[config.mk]
export PLATFORM = sky130hd
export DESIGN_NAME = motor_frame_deframer_odometry
export DESIGN_NICKNAME = d
export VERILOG_FILES = /design/src/rtl/core/mfdo_pkg.sv /design/src/rtl/core/motor_frame_deframer_odometry.sv /design/src/rtl/core/mfdo_frame_ram.sv /design/src/rtl/core/mfdo_rx.sv /design/src/rtl/core/mfdo_drain.sv /design/src/rtl/core/mfdo_emit.sv
export VERILOG_INCLUDE_DIRS = /design/src /design/src/rtl/core
export SDC_FILE = /design/constraint.sdc
export NUM_CORES = 2
export LEC_CHECK = 0
export BUFFER_PORTS_ARGS = -buffer_cell sky130_fd_sc_hd__buf_4
export CAP_MARGIN = 0
export CORE_MARGIN = 5
export CORE_UTILIZATION = 60
export DETAILED_ROUTE_END_ITERATION = 8
export GPL_TIMING_DRIVEN = 1
export PLACE_DENSITY = 0.77
export SYNTH_ARGS = -nofsm -noshare
export SYNTH_HDL_FRONTEND = slang
export SYNTH_HIERARCHICAL = 1
export SYNTH_SLANG_ARGS = --single-unit
[constraint.sdc]
create_clock -name clock -period 41 [get_ports clock]
set_clock_uncertainty 0.15 [all_clocks]
set_input_delay 8.2 -clock clock [delete_from_list [all_inputs] [get_ports clock]]
set_output_delay 8.2 -clock clock [all_outputs]
set_load 0.005 [all_outputs]
[src/rtl/core/motor_frame_deframer_odometry_assert.svh]
// ---------------------------------------------------------------------------
// Assertion macros for the motor frame deframer
// Concurrent checks that vanish when SYNTHESIS is defined.
// ---------------------------------------------------------------------------
`ifndef MOTOR_FRAME_DEFRAMER_ODOMETRY_ASSERT_SVH
`define MOTOR_FRAME_DEFRAMER_ODOMETRY_ASSERT_SVH

`ifndef SYNTHESIS
`define MFDO_ASSERT_AT(lbl, clk, rst, prop, msg) \
   lbl: assert property (@(posedge clk) disable iff (rst) prop) else $error(msg);
`define MFDO_ASSERT(lbl, prop, msg) \
   `MFDO_ASSERT_AT(lbl, clock, reset, prop, msg)
`else
`define MFDO_ASSERT_AT(lbl, clk, rst, prop, msg)
`define MFDO_ASSERT(lbl, prop, msg)
`endif

`endif

[src/rtl/core/mfdo_pkg.sv]
// ---------------------------------------------------------------------------
// mfdo_pkg
// Frame layout constants and shared types of the motor frame deframer.
// ---------------------------------------------------------------------------
`default_nettype none

package mfdo_pkg;

   localparam int AXES          = 4;
   localparam int FRAME_BYTES   = 42;
   localparam int PAYLOAD_BYTES = FRAME_BYTES - 2;
   localparam int PAYLOAD_W     = PAYLOAD_BYTES * 8;
   localparam int IDX_W         = 6;
   localparam int RAM_AW        = IDX_W + 1;
   localparam int AXIS_W        = 2;

   // bit offsets inside the payload word, byte 1 at bit 0
   localparam int TGT_BASE  = 0;
   localparam int ODO_BASE  = 2 * AXES * 8;
   localparam int REAL_BASE = ODO_BASE + 4 * AXES * 8;

   localparam logic [7:0] HEADER_BYTE  = 8'h23;
   localparam logic [7:0] TRAILER_BYTE = 8'h21;

   typedef struct packed {
      logic valid;
      logic bank;
   } release_type;

   typedef enum logic [2:0] {
      EMIT_IDLE,
      EMIT_SUM1,
      EMIT_SUM2,
      EMIT_DIV,
      EMIT_OUT
   } emit_state_type;

endpackage

`default_nettype wire

[src/rtl/core/motor_frame_deframer_odometry.sv]
// ---------------------------------------------------------------------------
// motor_frame_deframer_odometry
// Receives 42-byte '#'...'!' motor frames and emits four axis words each.
// ---------------------------------------------------------------------------
// One serial byte is taken per cycle while req_tready is high. Bytes go
// into one of two frame banks of a single-port-write RAM; a frame with a
// good trailer hands its bank to the readout, which unpacks it over the RAM
// read port, then runs the odometry adds and the divide, after which the
// four axis words go out at one per cycle while rsp_tready is high. A frame
// with a bad trailer frees its bank at once. req_tready drops only while
// hunting for a header with both banks still waiting for readout, which
// happens only when the result side stalls. No clearing pass follows reset.
`default_nettype none

`include "motor_frame_deframer_odometry_assert.svh"

module motor_frame_deframer_odometry
   import mfdo_pkg::*;
(
   input  wire logic         clock,
   input  wire logic         reset,
   input  wire logic         req_tvalid,
   output logic              req_tready,
   input  wire logic [7:0]   req_tdata,   // rx_byte
   output logic              rsp_tvalid,
   input  wire logic         rsp_tready,
   output logic [143:0]      rsp_tdata,   // target_speed, odometer, real_speed, odo_x, odo_y
   output logic [1:0]        rsp_tuser,   // axis
   output logic              rsp_tlast
);

   logic [1:0]           full;
   release_type          rel;
   logic                 wr_en;
   logic [RAM_AW-1:0]    wr_addr;
   logic [7:0]           wr_data;
   logic                 rd_en;
   logic [RAM_AW-1:0]    rd_addr;
   logic [7:0]           rd_data;
   logic                 frame_valid;
   logic [PAYLOAD_W-1:0] frame_data;
   logic                 frame_take;

   mfdo_rx u_rx (
      .clock      (clock),
      .reset      (reset),
      .req_tvalid (req_tvalid),
      .req_tready (req_tready),
      .req_tdata  (req_tdata),
      .rel        (rel),
      .full       (full),
      .wr_en      (wr_en),
      .wr_addr    (wr_addr),
      .wr_data    (wr_data)
   );

   mfdo_frame_ram u_ram (
      .clock   (clock),
      .wr_en   (wr_en),
      .wr_addr (wr_addr),
      .wr_data (wr_data),
      .rd_en   (rd_en),
      .rd_addr (rd_addr),
      .rd_data (rd_data)
   );

   mfdo_drain u_drain (
      .clock       (clock),
      .reset       (reset),
      .full        (full),
      .rel         (rel),
      .rd_en       (rd_en),
      .rd_addr     (rd_addr),
      .rd_data     (rd_data),
      .frame_valid (frame_valid),
      .frame_data  (frame_data),
      .frame_take  (frame_take)
   );

   mfdo_emit u_emit (
      .clock       (clock),
      .reset       (reset),
      .frame_valid (frame_valid),
      .frame_data  (frame_data),
      .frame_take  (frame_take),
      .rsp_tvalid  (rsp_tvalid),
      .rsp_tready  (rsp_tready),
      .rsp_tdata   (rsp_tdata),
      .rsp_tuser   (rsp_tuser),
      .rsp_tlast   (rsp_tlast)
   );

   `MFDO_ASSERT(a_release_full, rel.valid |-> full[rel.bank], "bank released while not full")
   `MFDO_ASSERT(a_release_clears, rel.valid |=> !full[$past(rel.bank)], "released bank still full")
   `MFDO_ASSERT(a_last_axis, rsp_tvalid |-> (rsp_tlast == (rsp_tuser == 2'd3)), "tlast off axis 3")

endmodule

`default_nettype wire

[src/rtl/core/mfdo_frame_ram.sv]
// ---------------------------------------------------------------------------
// mfdo_frame_ram
// Two-bank frame byte store, one write and one registered read port.
// ---------------------------------------------------------------------------
`default_nettype none

module mfdo_frame_ram
   import mfdo_pkg::*;
(
   input  wire logic              clock,
   input  wire logic              wr_en,
   input  wire logic [RAM_AW-1:0] wr_addr,
   input  wire logic [7:0]        wr_data,
   input  wire logic              rd_en,
   input  wire logic [RAM_AW-1:0] rd_addr,
   output logic [7:0]             rd_data
);

   logic [7:0] mem [2**RAM_AW];
   logic [7:0] rd_data_ff;

   always_ff @(posedge clock) begin
      if (wr_en) begin
         mem[wr_addr] <= wr_data;
      end
   end

   always_ff @(posedge clock) begin
      if (rd_en) begin
         rd_data_ff <= mem[rd_addr];
      end
   end

   assign rd_data = rd_data_ff;

endmodule

`default_nettype wire

[src/rtl/core/mfdo_rx.sv]
// ---------------------------------------------------------------------------
// mfdo_rx
// Header hunt, byte collection into the current bank and trailer check.
// ---------------------------------------------------------------------------
`default_nettype none

module mfdo_rx
   import mfdo_pkg::*;
(
   input  wire logic              clock,
   input  wire logic              reset,
   input  wire logic              req_tvalid,
   output logic                   req_tready,
   input  wire logic [7:0]        req_tdata,
   input  wire release_type       rel,
   output logic [1:0]             full,
   output logic                   wr_en,
   output logic [RAM_AW-1:0]      wr_addr,
   output logic [7:0]             wr_data
);

   logic [IDX_W-1:0] idx_ff, idx_in;
   logic             bank_ff, bank_in;
   logic [1:0]       full_ff, full_in;
   logic             hunting;
   logic             store;

   assign hunting    = (idx_ff == '0);
   assign req_tready = !(hunting && full_ff[bank_ff]);
   assign store      = req_tvalid && req_tready && !(hunting && req_tdata != HEADER_BYTE);

   assign wr_en   = store;
   assign wr_addr = {bank_ff, idx_ff};
   assign wr_data = req_tdata;
   assign full    = full_ff;

   always_comb begin
      idx_in  = idx_ff;
      bank_in = bank_ff;
      full_in = full_ff;
      if (rel.valid) begin
         full_in[rel.bank] = 1'b0;
      end
      if (store) begin
         if (idx_ff == IDX_W'(FRAME_BYTES - 1)) begin
            idx_in = '0;
            if (req_tdata == TRAILER_BYTE) begin
               full_in[bank_ff] = 1'b1;
               bank_in          = ~bank_ff;
            end
         end else begin
            idx_in = idx_ff + 1'b1;
         end
      end
   end

   always_ff @(posedge clock) begin
      if (reset) begin
         idx_ff  <= '0;
         bank_ff <= 1'b0;
         full_ff <= '0;
      end else begin
         idx_ff  <= idx_in;
         bank_ff <= bank_in;
         full_ff <= full_in;
      end
   end

endmodule

`default_nettype wire

[src/rtl/core/mfdo_drain.sv]
// ---------------------------------------------------------------------------
// mfdo_drain
// Reads the payload bytes of a full bank and assembles the payload word.
// ---------------------------------------------------------------------------
`default_nettype none

module mfdo_drain
   import mfdo_pkg::*;
(
   input  wire logic              clock,
   input  wire logic              reset,
   input  wire logic [1:0]        full,
   output release_type            rel,
   output logic                   rd_en,
   output logic [RAM_AW-1:0]      rd_addr,
   input  wire logic [7:0]        rd_data,
   output logic                   frame_valid,
   output logic [PAYLOAD_W-1:0]   frame_data,
   input  wire logic              frame_take
);

   logic                 active_ff, active_in;
   logic [IDX_W-1:0]     idx_ff, idx_in;
   logic                 bank_ff, bank_in;
   logic                 dv_ff, dv_in;
   logic                 dlast_ff, dlast_in;
   logic                 fvalid_ff, fvalid_in;
   logic [PAYLOAD_W-1:0] frame_ff;
   logic                 last_rd;

   assign last_rd = active_ff && (idx_ff == IDX_W'(PAYLOAD_BYTES));

   assign rd_en     = active_ff;
   assign rd_addr   = {bank_ff, idx_ff};
   assign rel.valid = last_rd;
   assign rel.bank  = bank_ff;

   assign frame_valid = fvalid_ff;
   assign frame_data  = frame_ff;

   always_comb begin
      active_in = active_ff;
      idx_in    = idx_ff;
      bank_in   = bank_ff;
      dv_in     = active_ff;
      dlast_in  = last_rd;
      fvalid_in = fvalid_ff;
      if (frame_take) begin
         fvalid_in = 1'b0;
      end
      if (dv_ff && dlast_ff) begin
         fvalid_in = 1'b1;
      end
      if (active_ff) begin
         if (last_rd) begin
            active_in = 1'b0;
            bank_in   = ~bank_ff;
         end else begin
            idx_in = idx_ff + 1'b1;
         end
      end else if (!dv_ff && (!fvalid_ff || frame_take) && full[bank_ff]) begin
         // start at byte 1 once the held word is taken or none is held
         active_in = 1'b1;
         idx_in    = IDX_W'(1);
      end
   end

   always_ff @(posedge clock) begin
      if (reset) begin
         active_ff <= 1'b0;
         idx_ff    <= '0;
         bank_ff   <= 1'b0;
         dv_ff     <= 1'b0;
         dlast_ff  <= 1'b0;
         fvalid_ff <= 1'b0;
      end else begin
         active_ff <= active_in;
         idx_ff    <= idx_in;
         bank_ff   <= bank_in;
         dv_ff     <= dv_in;
         dlast_ff  <= dlast_in;
         fvalid_ff <= fvalid_in;
      end
   end

   // byte 1 ends up at the bottom after the last shift
   always_ff @(posedge clock) begin
      if (dv_ff) begin
         frame_ff <= {rd_data, frame_ff[PAYLOAD_W-1:8]};
      end
   end

endmodule

`default_nettype wire

[src/rtl/core/mfdo_emit.sv]
// ---------------------------------------------------------------------------
// mfdo_emit
// Odometry sums and divide in states SUM1, SUM2 and DIV, then one result word per axis.
// ---------------------------------------------------------------------------
`default_nettype none

module mfdo_emit
   import mfdo_pkg::*;
(
   input  wire logic              clock,
   input  wire logic              reset,
   input  wire logic              frame_valid,
   input  wire logic [PAYLOAD_W-1:0] frame_data,
   output logic                   frame_take,
   output logic                   rsp_tvalid,
   input  wire logic              rsp_tready,
   output logic [143:0]           rsp_tdata,
   output logic [AXIS_W-1:0]      rsp_tuser,
   output logic                   rsp_tlast
);

   localparam logic signed [33:0] SAT_MAX = 34'sd2147483647;
   localparam logic signed [33:0] SAT_MIN = -34'sd2147483648;

   // truncating divide by four, then clamp
   function automatic logic [31:0] sat_div4(input logic signed [33:0] s);
      logic signed [33:0] adj;
      logic signed [33:0] q;
      adj = s + (s[33] ? 34'sd3 : 34'sd0);
      q   = adj >>> 2;
      if (q > SAT_MAX) begin
         return 32'h7fff_ffff;
      end else if (q < SAT_MIN) begin
         return 32'h8000_0000;
      end
      return q[31:0];
   endfunction

   emit_state_type       state_ff, state_in;
   logic [AXIS_W-1:0]    axis_ff, axis_in;
   logic [PAYLOAD_W-1:0] hold_ff;
   logic signed [32:0]   pa_ff, pb_ff, qa_ff, qb_ff;
   logic signed [33:0]   sx_ff, sy_ff;
   logic [31:0]          ox_ff, oy_ff;
   logic                 load;
   logic [15:0]          tgt  [AXES];
   logic [31:0]          odo  [AXES];
   logic [31:0]          real_spd [AXES];

   always_comb begin
      for (int k = 0; k < AXES; k++) begin
         tgt[k]      = hold_ff[TGT_BASE + 16 * k +: 16];
         odo[k]      = hold_ff[ODO_BASE + 32 * k +: 32];
         real_spd[k] = hold_ff[REAL_BASE + 32 * k +: 32];
      end
   end

   always_comb begin
      state_in = state_ff;
      axis_in  = axis_ff;
      load     = 1'b0;
      case (state_ff)
         EMIT_IDLE: begin
            if (frame_valid) begin
               load     = 1'b1;
               state_in = EMIT_SUM1;
            end
         end
         EMIT_SUM1: state_in = EMIT_SUM2;
         EMIT_SUM2: state_in = EMIT_DIV;
         EMIT_DIV: begin
            state_in = EMIT_OUT;
            axis_in  = '0;
         end
         EMIT_OUT: begin
            if (rsp_tready) begin
               if (axis_ff == AXIS_W'(AXES - 1)) begin
                  if (frame_valid) begin
                     load     = 1'b1;
                     state_in = EMIT_SUM1;
                  end else begin
                     state_in = EMIT_IDLE;
                  end
               end else begin
                  axis_in = axis_ff + 1'b1;
               end
            end
         end
         default: state_in = EMIT_IDLE;
      endcase
   end

   always_ff @(posedge clock) begin
      if (reset) begin
         state_ff <= EMIT_IDLE;
         axis_ff  <= '0;
      end else begin
         state_ff <= state_in;
         axis_ff  <= axis_in;
      end
   end

   always_ff @(posedge clock) begin
      if (load) begin
         hold_ff <= frame_data;
      end
      if (state_ff == EMIT_SUM1) begin
         pa_ff <= $signed({odo[2][31], odo[2]}) - $signed({odo[0][31], odo[0]});
         pb_ff <= $signed({odo[3][31], odo[3]}) - $signed({odo[1][31], odo[1]});
         qa_ff <= $signed({odo[0][31], odo[0]}) - $signed({odo[1][31], odo[1]});
         qb_ff <= $signed({odo[2][31], odo[2]}) - $signed({odo[3][31], odo[3]});
      end
      if (state_ff == EMIT_SUM2) begin
         sx_ff <= $signed({pa_ff[32], pa_ff}) + $signed({pb_ff[32], pb_ff});
         sy_ff <= $signed({qa_ff[32], qa_ff}) + $signed({qb_ff[32], qb_ff});
      end
      if (state_ff == EMIT_DIV) begin
         ox_ff <= sat_div4(sx_ff);
         oy_ff <= sat_div4(sy_ff);
      end
   end

   assign frame_take = load;
   assign rsp_tvalid = (state_ff == EMIT_OUT);
   assign rsp_tuser  = axis_ff;
   assign rsp_tlast  = (axis_ff == AXIS_W'(AXES - 1));
   assign rsp_tdata  = {oy_ff, ox_ff, real_spd[axis_ff], odo[axis_ff], tgt[axis_ff]};

endmodule

`default_nettype wire
==> results_tabular.tex <==
\begin{tabular}{lr}
\hline
Metric & Value \\
\hline
\multicolumn{2}{l}{\textbf{GRT}} \\
M3 GR Usage & under 10\% \\
Met2 layer usage reported by global route & 45.0\% \\
Combined global-route utilization of all metal layers & 27.0\% \\
Number of antenna violations at the first check in global routing & 1 \\
Routing layer with the top usage in global route & met2 \\
Grt met1 use & 35.8\% \\
Largest net degree at the start of global routing & approximately 190 \\
First-pass GRT wire length & approximately 280000 µm \\
Vias in the first global route & 41700 \\
GRT Residual Overflow & 0 \\
\multicolumn{2}{l}{\textbf{CTS}} \\
H-tree Lvls & 4 \\
Clock latency of the later-clocked register in the worst-skew pair & approximately 840 ps \\
TritonCTS clock tree & built \\
CTS root buf & sky130\_fd\_sc\_hd\_\_clkbuf\_16 \\
PostCTS Resize Cnt & 0 \\
Clock buffers created by TritonCTS & between 150 and 200 \\
Clk sink count & 1961 \\
Clock-pin slew reported for the worst setup and hold paths after clock tree synthesis & around 60 ps \\
Max Root-Sink Buffers & 3 \\
Hold-fix buffer count after cts & 0 \\
Setup Buffers After CTS & 0 \\
\multicolumn{2}{l}{\textbf{Worst setup path}} \\
CP Launch Type & register \\
Max stage delay cell, worst path & sky130\_fd\_sc\_hd\_\_buf\_4 \\
Category of the worst setup path capture point & output pin \\
Critical path arrival & 3190 ps \\
Worst-path fanout max & 55 \\
Timing startpoint of the critical path & u\_emit/rsp\_tuser[0] \\
Highest cell delay on the worst timing path & 890 ps \\
Required time at the worst-slack endpoint & 32650 ps \\
Crit Path Class & register to output pin \\
Library cell appearing most often on the critical path & sky130\_fd\_sc\_hd\_\_buf\_4 \\
Ordered cell list for the critical path & buf\_4, mux4\_2, buf\_4 \\
Critical R2R Launch & u\_emit/rsp\_tuser[0] \\
\multicolumn{2}{l}{\textbf{Synthesis}} \\
Most instantiated flip-flop cell in the synthesis netlist & sky130\_fd\_sc\_hd\_\_edfxtp\_1 \\
Area of the mapped netlist & 81000 µm² \\
Part of the Yosys area used for sequential elements & $\sim$72\% \\
Cell count after synthesis & 4366 \\
Post-synthesis net count & about 4600 \\
Asr flop ratio synth & 0\% \\
Yosys cell types & 95 \\
Number of synthesized flops with an enable pin & 1936 \\
Synth warn & 6 \\
Average size of a mapped cell & approximately 19 µm² \\
FF+latch count, synth & around 2000 \\
\multicolumn{2}{l}{\textbf{Cells and area}} \\
Nets & between 4000 and 5000 \\
Post-route core utilization & roughly two thirds \\
Fraction of layout instances using a drive strength above 1 & approximately a fifth \\
Growth of design area from synthesis to finish & 11.2\% \\
Non-filler instance count after layout & between 6000 and 7000 \\
\multicolumn{2}{l}{\textbf{Timing}} \\
Fin. max-slew vios & 0 \\
Max Clock Freq & slightly below 90 MHz \\
Period utilization & between 20 and 30\% \\
Final-report setup violation count & 0 \\
Max transition margin & between 10\% and 20\% \\
Actual transition at the worst max-transition pin & between 1000 and 1500 ps \\
Setup repair after global routing missed its margin & false \\
Final critical delay including setup and external delays & between 10000 and 15000 ps \\
Final count of hold timing violations & 0 \\
Setup Total Neg Slack & 0 ps \\
\multicolumn{2}{l}{\textbf{Power and ir drop}} \\
Leakage & between 20 and 30 nW \\
Power, Total & 3.89 mW \\
Maximum vdd drop & between 0.04 and 0.05 mV \\
Power per cell area & 43.1 nW/µm² \\
\multicolumn{2}{l}{\textbf{Placed design}} \\
Cell total after placement & between 6000 and 7000 \\
Placer congestion estimate & approximately 0.94 \\
Count of buffers inserted at the top-level ports & 160 \\
Post-DP HPWL & between 100000 and 150000 µm \\
\multicolumn{2}{l}{\textbf{Die}} \\
Die Y & roughly 380 µm \\
Number of top-level pins & about 160 \\
Number of placement rows & 134 \\
Placeable core area & between 100000 and 150000 µm² \\
Initial cell density of the core & 60.6\% \\
Die area & 143000 µm² \\
Horizontal die dimension & about 380 µm \\
\multicolumn{2}{l}{\textbf{Run}} \\
Count of max-cap constraint violations & 0 \\
\multicolumn{2}{l}{\textbf{Drt}} \\
Number of vias per cell & 6.48 \\
Detailed router's first-iteration violation count & 5083 \\
Length of the first detailed-routing pass in iterations & 6 \\
Average wire length per cell after detail routing & between 20 and 30 µm \\
Total via count after detailed routing & $\sim$42000 \\
DRC violations left & 0 \\
Number of antenna-violating nets in the routed design & 0 \\
Routed WL & roughly 190000 µm \\
\multicolumn{2}{l}{\textbf{Outcome}} \\
Outcome & finished, final reports clean \\
\multicolumn{2}{l}{\textbf{Worst hold path}} \\
Path category of the worst min-delay check & register to register \\
Hold path startpoint & u\_ram/rd\_data[1] \\
\hline
\end{tabular}
## cells in the final DEF (no fill, tap or decap), drive strengths merged, types with 81 or more instances in the layout
cell type / count
nor2: 251
ha: 202
clkbuf: 219
o21ai: 100
edfxtp: 1936
buf: 198
inv: 170
a21o: 96
xnor2: 168
nand2: 137
a21oi: 158
clkinv: 81
mux4: 416
## path summary, 6_finish.rpt
kind / to / slack (ps) / cells after the start
worst max register to register: u_emit/hold_ff[131] / 35520 / 6
worst max-delay path: rsp_tdata[68] / 29460 / 3
worst min register to register: u_drain/frame_data[313] / 260 / 0
worst min-delay path: u_drain/frame_data[313] / 260 / 0
## where the power goes
part / internal [mW] / total (mW) / switching [mW] / leakage [nW]
Sequential: 2.18 / 2.18 / 0.0000674 / 17.6
Clock: 0.934 / 1.68 / 0.744 / 2.88
Combinational: 0.00153 / 0.0230 / 0.0214 / 8.82
Total: 3.12 / 3.89 / 0.766 / 29.3
## cell families after synthesis
logic type / Yosys count / synth area share, %
compound gates: 565 / 4.67
xor+xnor: 233 / 2.52
fa+ha+maj: 208 / 3.27
buf+inv: 307 / 1.57
flops: 1961 / 72.4
mux: 428 / 11.7
simple gates: 664 / 3.90
## flip-flops by register name, summed over array words and instances (netlist names)
name and count:
u_drain/bank_ff 1, u_drain/dlast_ff 1, u_drain/dv_ff 1, u_drain/frame_data 320
u_drain/frame_valid 1, u_drain/idx_ff 6, u_drain/rd_en 1, u_emit/hold_ff 320
u_emit/ox_ff 32, u_emit/oy_ff 32, u_emit/pa_ff 33, u_emit/pb_ff 33
u_emit/qa_ff 33, u_emit/qb_ff 33, u_emit/rsp_tuser 2, u_emit/state_ff 3
u_emit/sx_ff 34, u_emit/sy_ff 34, u_ram/mem 1024, u_ram/rd_data 8
u_rx/bank_ff 1, u_rx/full 2, u_rx/idx_ff 6
## critical path, delay by kind of cell, from the launching register on
kind,cells,cell delay (ps)
buf+inv,2,1050
mux,1,630
flops,1,670
## final cells by class
cell class	instances	area, µm²
Tap cell	1768	2210
Inverter	160	601
Fill cell	8310	43700
Clock buffer	219	4820
Multi-Input combinational cell	2098	21200
Antenna cell	1	2.50
Timing Repair Buffer	198	1520
Clock inverter	121	1120
Sequential cell	1961	58700
## metal layers
layer,vias up,wire length [µm]
li1,18000,-
met1,21500,69900
met2,2388,94700
met3,431,15400
met4,2,10100
met5,-,13
## through the flow
stage | setup slack, ps | hold WS (ps) | instance area [µm²]
2_1_floorplan | 14320 | 250 | 81000
3_3_place_gp | 29080 | 252 | 84100
3_5_place_dp | 29000 | 255 | 84100
4_1_cts | 29300 | 260 | 90100
5_1_grt | 29160 | 268 | 90100
6_report | 29460 | 259 | 90100
## Yosys cell counts (all sizes together), types with 6 or more instances
cell type,n,area (µm²)
o21ai,100,508
o2111ai,7,61.3
nor2b,36,228
a211oi,14,110
nor3b,7,57.6
o31ai,15,150
a31o,8,70.1
nand2b,28,175
or3,10,62.6
a31oi,30,194
clkbuf,80,300
edfxtp,1936,58100
o21bai,20,150
nor4,8,50.1
or2,7,43.8
a21boi,6,45.1
nor2,251,945
and3,24,151
buf,67,368
ha,202,2530
o31a,9,78.8
mux2,8,90.1
nand3,67,345
a21o,96,721
fa,6,120
nand2,137,519
nand4,25,156
xnor2,168,1470
xor2,65,569
a21oi,158,795
o211ai,13,97.6
and2,6,37.5
mux4,416,9370
nor3,39,195
dfxtp,25,500
o21a,39,294
inv,160,601
Power figures use the tool's default switching activity.
